[src/design/rcfu_pkg.sv]
// Shared constants and types for the RC frame channel unpacker.
// No dependencies; used by rc_frame_channel_unpacker_top.

package rcfu_pkg;

    localparam int unsigned FrameBytes   = 26;
    localparam int unsigned PayloadFirst = 3;
    localparam int unsigned TypePos      = 2;
    localparam int unsigned ChannelBits  = 11;
    localparam int unsigned ChannelCount = 16;
    localparam int unsigned AccBits      = 18;

    localparam logic [7:0] SyncByteReset  = 8'hC8;
    localparam logic [7:0] FrameTypeReset = 8'h16;

    localparam int unsigned AddrBits = 3;

    // Register index as decoded from paddr[2].
    typedef enum logic [0:0] {
        REG_SYNC_BYTE  = 1'b0,
        REG_FRAME_TYPE = 1'b1
    } reg_index_t;

endpackage

[src/design/rc_frame_channel_unpacker_top.sv]
// RC frame channel unpacker: hunts for sync, collects 26-byte frames and
// unpacks sixteen 11-bit channels from those of the set type. Depends on rcfu_pkg.
//
// Throughput: one received byte per cycle. The sixteen channel transfers of a
// frame start the cycle after its last byte is taken, one per cycle while
// out_stall is low, from a 16-entry output buffer; a frame's last byte waits
// only while the previous frame's burst is still draining.
// Reset (rst_n, async, active low) returns to hunting with registers at 200/22.

module rc_frame_channel_unpacker_top (
    input  logic        clk,
    input  logic        rst_n,

    input  logic        in_valid,
    output logic        in_stall,
    input  logic [7:0]  rx_byte,

    output logic        out_valid,
    input  logic        out_stall,
    output logic [3:0]  channel_index,
    output logic [10:0] channel_value,
    output logic        last_channel,

    input  logic        psel,
    input  logic        penable,
    input  logic        pwrite,
    input  logic [rcfu_pkg::AddrBits-1:0] paddr,
    input  logic [31:0] pwdata,
    output logic [31:0] prdata,
    output logic        pready
);

    localparam int unsigned PosBits = 5;
    localparam int unsigned IdxBits = 4;
    localparam int unsigned CntBits = 5;
    localparam int unsigned HeldBits = 5;

    localparam logic [PosBits-1:0] PosType    = PosBits'(rcfu_pkg::TypePos);
    localparam logic [PosBits-1:0] PosPayload = PosBits'(rcfu_pkg::PayloadFirst);
    localparam logic [PosBits-1:0] PosLast    = PosBits'(rcfu_pkg::FrameBytes - 1);
    localparam logic [PosBits-1:0] PosEnd     = PosBits'(rcfu_pkg::FrameBytes);
    localparam logic [IdxBits-1:0] IdxLast    = IdxBits'(rcfu_pkg::ChannelCount - 1);
    localparam logic [CntBits-1:0] CntFull    = CntBits'(rcfu_pkg::ChannelCount);
    localparam logic [HeldBits-1:0] HeldChan  = HeldBits'(rcfu_pkg::ChannelBits);

    // Configuration registers
    logic [7:0] sync_byte_reg;
    logic [7:0] frame_type_reg;

    // Frame tracking and unpacking state
    logic [PosBits-1:0]              pos_reg, pos_next;
    logic                            match_reg, match_next;
    logic [rcfu_pkg::AccBits-1:0]    acc_reg, acc_next;
    logic [HeldBits-1:0]             held_reg, held_next;
    logic [CntBits-1:0]              done_reg, done_next;

    // Working store and the output buffer that a finished frame is copied into
    logic [rcfu_pkg::ChannelBits-1:0] store_reg [rcfu_pkg::ChannelCount];
    logic [rcfu_pkg::ChannelBits-1:0] obuf_reg  [rcfu_pkg::ChannelCount];

    logic               emit_active_reg, emit_active_next;
    logic [IdxBits-1:0] emit_idx_reg, emit_idx_next;

    logic in_take;
    logic out_take;
    logic emit_busy;
    logic frame_end;
    logic payload_pos;
    logic store_we;
    logic [rcfu_pkg::ChannelBits-1:0] store_wdata;

    logic [22:0]                   shifted;
    logic [rcfu_pkg::AccBits-1:0]  acc_sum;
    logic [HeldBits-1:0]           held_sum;

    logic cfg_write;

    // ------------------------------------------------------------------
    // Handshakes
    // ------------------------------------------------------------------
    assign out_take  = emit_active_reg && !out_stall;
    // The burst buffer is free next cycle unless a burst is active and its last channel is not taken now.
    assign emit_busy = emit_active_reg && !(out_take && (emit_idx_reg == IdxLast));
    assign in_stall  = (pos_reg == PosLast) && emit_busy;
    assign in_take   = in_valid && !in_stall;

    assign out_valid     = emit_active_reg;
    assign channel_index = emit_idx_reg;
    assign channel_value = obuf_reg[emit_idx_reg];
    assign last_channel  = (emit_idx_reg == IdxLast);

    // ------------------------------------------------------------------
    // Frame tracking and bit unpacking
    // ------------------------------------------------------------------
    assign payload_pos = (pos_reg >= PosPayload) && (pos_reg < PosLast);
    assign frame_end   = in_take && (pos_reg == PosLast);

    always_comb
    begin
        shifted  = {15'b0, rx_byte} << held_reg[3:0];
        acc_sum  = acc_reg | shifted[rcfu_pkg::AccBits-1:0];
        held_sum = held_reg + HeldBits'(8);

        pos_next    = pos_reg;
        match_next  = match_reg;
        acc_next    = acc_reg;
        held_next   = held_reg;
        done_next   = done_reg;
        store_we    = 1'b0;
        store_wdata = acc_sum[rcfu_pkg::ChannelBits-1:0];

        if (in_take)
        begin
            if ((pos_reg == '0) || (pos_reg >= PosEnd))
            begin
                pos_next = (rx_byte == sync_byte_reg) ? PosBits'(1) : '0;
            end
            else if (pos_reg == PosLast)
            begin
                pos_next = '0;
            end
            else
            begin
                pos_next = pos_reg + PosBits'(1);
                if (pos_reg == PosType)
                begin
                    match_next = (rx_byte == frame_type_reg);
                    acc_next   = '0;
                    held_next  = '0;
                    done_next  = '0;
                end
                else if (payload_pos && match_reg)
                begin
                    acc_next  = acc_sum;
                    held_next = held_sum;
                    if (held_sum >= HeldChan)
                    begin
                        if (done_reg < CntFull)
                        begin
                            store_we  = 1'b1;
                            done_next = done_reg + CntBits'(1);
                        end
                        acc_next  = acc_sum >> rcfu_pkg::ChannelBits;
                        held_next = held_sum - HeldChan;
                    end
                end
            end
        end
    end

    // ------------------------------------------------------------------
    // Burst emission
    // ------------------------------------------------------------------
    always_comb
    begin
        emit_active_next = emit_active_reg;
        emit_idx_next    = emit_idx_reg;
        if (out_take)
        begin
            if (emit_idx_reg == IdxLast)
            begin
                emit_active_next = 1'b0;
            end
            else
            begin
                emit_idx_next = emit_idx_reg + IdxBits'(1);
            end
        end
        if (frame_end && match_reg)
        begin
            emit_active_next = 1'b1;
            emit_idx_next    = '0;
        end
    end

    always_ff @(posedge clk or negedge rst_n)
    begin
        if (!rst_n)
        begin
            pos_reg         <= '0;
            match_reg       <= 1'b0;
            acc_reg         <= '0;
            held_reg        <= '0;
            done_reg        <= '0;
            emit_active_reg <= 1'b0;
            emit_idx_reg    <= '0;
        end
        else
        begin
            pos_reg         <= pos_next;
            match_reg       <= match_next;
            acc_reg         <= acc_next;
            held_reg        <= held_next;
            done_reg        <= done_next;
            emit_active_reg <= emit_active_next;
            emit_idx_reg    <= emit_idx_next;
        end
    end

    always_ff @(posedge clk)
    begin
        if (store_we)
        begin
            store_reg[done_reg[IdxBits-1:0]] <= store_wdata;
        end
        if (frame_end && match_reg)
        begin
            obuf_reg <= store_reg;
        end
    end

    // ------------------------------------------------------------------
    // Configuration port
    // ------------------------------------------------------------------
    assign pready    = 1'b1;
    assign cfg_write = psel && penable && pwrite && pready;

    always_ff @(posedge clk or negedge rst_n)
    begin
        if (!rst_n)
        begin
            sync_byte_reg  <= rcfu_pkg::SyncByteReset;
            frame_type_reg <= rcfu_pkg::FrameTypeReset;
        end
        else if (cfg_write)
        begin
            case (rcfu_pkg::reg_index_t'(paddr[2]))
                rcfu_pkg::REG_SYNC_BYTE:  sync_byte_reg  <= pwdata[7:0];
                rcfu_pkg::REG_FRAME_TYPE: frame_type_reg <= pwdata[7:0];
                default: ;
            endcase
        end
    end

    always_comb
    begin
        case (rcfu_pkg::reg_index_t'(paddr[2]))
            rcfu_pkg::REG_SYNC_BYTE:  prdata = {24'b0, sync_byte_reg};
            rcfu_pkg::REG_FRAME_TYPE: prdata = {24'b0, frame_type_reg};
            default:                  prdata = '0;
        endcase
    end

endmodule

[config.mk]
export PLATFORM = sky130hd
export DESIGN_NAME = rc_frame_channel_unpacker_top
export DESIGN_NICKNAME = d
export VERILOG_FILES = /design/src/design/rcfu_pkg.sv /design/src/design/rc_frame_channel_unpacker_top.sv
export SDC_FILE = /design/constraint.sdc
export NUM_CORES = 1
export LEC_CHECK = 0
export ABC_AREA = 1
export BUFFER_PORTS_ARGS = -buffer_cell sky130_fd_sc_hd__buf_2
export CORE_UTILIZATION = 55
export DETAILED_ROUTE_END_ITERATION = 12
export GPL_ROUTABILITY_DRIVEN = 1
export PLACE_DENSITY = 0.73
export SLEW_MARGIN = 5
export SYNTH_ARGS = -nofsm -noshare
export SYNTH_HDL_FRONTEND = slang
export SYNTH_SLANG_ARGS = --single-unit
[constraint.sdc]
create_clock -name clk -period 6.7 [get_ports clk]
set_input_delay 0.67 -clock clk [delete_from_list [all_inputs] [get_ports clk]]
set_output_delay 0.67 -clock clk [all_outputs]
set_load 0.02 [all_outputs]
==> metrics.txt <==
CORE AREA=28600 um^2; nature of the critical path endpoint=output pin; antenna cell count=0; final core utilization=0.625; RePlAce Congestion=0.873; yosys warns=0; post-cts resize count=0; final clock skew=0.0143 ns; Layout area overhead=12.0%; Num CTS Buffers=41; H-tree levels=2; grt ovf=0; via density per instance=5.65; nets=1335; setup TNS=0 ns; setup bufs post-CTS=0; RSZ-0062 raised after global routing=no; count of input and output buffers=49; global-route wire length before repair=50000 um; Synth Area in Compound Gates=0.0710; pin count of the biggest net entering global routing=92; initial antenna violation count=0; Worst Setup SP=channel_index[1]; layout cell share with drive strength beyond 1=0.128; Hold Crit Class=input pin to asynchronous set/reset pin; mux share of post-synthesis cell area=0; cell chosen for the clock root=clkbuf_16; num ports=101; largest family of logic cells by synthesized area=simple AND/OR/NAND/NOR gates; fill count=2074; Seq/Total Area, Yosys=0.748; Horiz. Die Dim=172 um; Max Buffers Root-to-Sink=3; die area=29700 um^2; RR Startpoint=channel_index[1]; CP arrival=3.54 ns; CP Max Fanout=47; Reg area=12000 um^2; simple-gate portion of the synthesized area=0.122; Max-Cap Viols=0; detailed-route wire length=32600 um; Max VDD drop=0.000332 V; post-synthesis adder-cell area fraction=0.00861; Gate Count Post-Synth=1219; TritonRoute pass-1 iters=6; routed via count=9524; die height=172 um; Critical Path RT=6.03 ns; Synth area leaders=edfxtp_1 66%, dfrtp_1 7.7%, nand2_1 4.7%, o21ai_0 3.8%, nor2_1 3.0%; relative slew slack=0.209; clock sink count=407; power per cell area=433 nW/um^2; Cells after DPL=1615; Initial DRC Count=774; final cell count without fillers=1686; placed inst area=16600 um^2; Clock Pin Slew Worst Setup and Hold Paths=0.06 ns; Starting Density=0.558; Hold-fix buffers, CTS=0; Final Hold Fails=0; area occupied by multi-input gates=3490 um^2; Remaining DRCs=0; CP startpoint kind=register; syn_area_per_cell=13.1 um^2; Netlist cell types=44; fin. max-slew vios=0; Synth Register Bits=407; P_leak=0.00656 uW; Post-Synth XOR/XNOR Area=0.00877; final setup fails=0; crit share post-route=0.628; Clock Latency Late Sink=0.53 ns; all-layer global routing usage=0.227; Yosys top cell by area=edfxtp_1; area of the mapped netlist=16000 um^2; Tmin final=4.21 ns; Synth top area share=0.661; kind of critical path=register to output pin; Final HPWL DP=19200 um; fin area=17900 um^2; maximum clock frequency=238 MHz; Slew @ Worst Pin=1.18 ns; Antenna Violating Nets Remaining=0; vias in the first global route=9260; Rows=62; CTS tree=built; status=finished, final reports clean; Avg WL per Cell=19.4 um
power by group:
part	switching (uW)	leakage [uW]	internal [uW]	total [uW]
clock network	902	0.000660	1350	2260
registers	155	0.00387	3190	3350
logic	1590	0.00204	556	2150
total	2650	0.00656	5100	7750
metal layers:
metal	vias up	wire [um]	global-route usage
li1	4424	-	-
met1	4674	13700	0.300
met2	357	16000	0.387
met3	69	2150	0.0309
met4	0	828	0.0789
met5	-	0	0
layout by cell type (no fill, tap or decap), drive strengths merged, types with 4 or more instances in the layout:
cell    count
a21oi      12
buf        65
bufinv      5
clkbuf     51
clkinv     15
conb       25
dfrtp      49
dfstp       6
edfxtp    352
ha         11
inv        66
nand2     202
nand3      96
nand3b      4
nand4       7
nor2      131
nor3        4
o211ai      5
o21ai     122
o221ai     39
o22ai       5
or2         4
xnor2      12
xor2        4
logic make-up (layout without fill, tap and decap cells):
| logic type | count (synthesis) | count (layout) |
|---|---|---|
| simple gates | 450 | 450 |
| flops | 407 | 407 |
| compound gates | 190 | 190 |
| buf+inv | 143 | 203 |
| xor+xnor | 16 | 16 |
| fa+ha+maj | 11 | 11 |
| other cells | 2 | 25 |
stage by stage:
stage | worst slack [ns] | hold slack, ns | total power, uW
global placement | 2.85 | 0.400 | 5460
detailed placement | 2.77 | 0.405 | 5530
CTS | 2.53 | 0.304 | 7770
global route | 2.29 | 0.345 | 8140
finish | 2.49 | 0.273 | 7750
floorplan | 1.08 | 0.374 | 4820
final cells by class:
class | instances | share of cell area
sequential | 407 | 0.668
clock buffer | 51 | 0.0611
clock inverter | 20 | 0.0137
multi-input combinational | 692 | 0.195
inverter | 67 | 0.0143
timing repair buffer | 65 | 0.0204
tap | 384 | 0.0269
critical path, cell delays in order (launching register included):
cell and delay, ns:
dfrtp_1 0.32, buf_4 0.44, clkinv_1 0.76, buf_4 0.50
o21ai_0 0.12, o22ai_1 0.12, o211ai_1 0.32, nand2_1 0.17
buf_2 0.20
cells in the mapped netlist, drive strengths merged:
cell    number
and3         1
xnor2       12
o21bai       2
xor2         4
nor3         4
or2          4
conb         2
o211ai       5
and2         1
o221ai      39
o22ai        5
dfrtp       49
nor2       131
ha          11
inv         65
edfxtp     352
nand3       96
nand3b       4
clkbuf      37
buf         39
a31o         2
dfstp        6
nand4        7
a21oi       12
nand2      202
o21a         1
o21ai      122
clkinv       2
o31ai        1
a31oi        1
final timing paths:
path	to	slack, ns	cells after the start
setup / recovery	channel_value[9]	2.49	8
hold / removal	acc_reg[14]	0.27	2
setup reg to reg	obuf_reg[113]	2.82	9
hold reg to reg	obuf_reg[43]	0.41	0
max in group asynchronous	channel_index[0]	5.91	2
min in group clk	frame_type_reg[4]	0.37	3
Note: power is estimated with default switching activity, not from simulation.
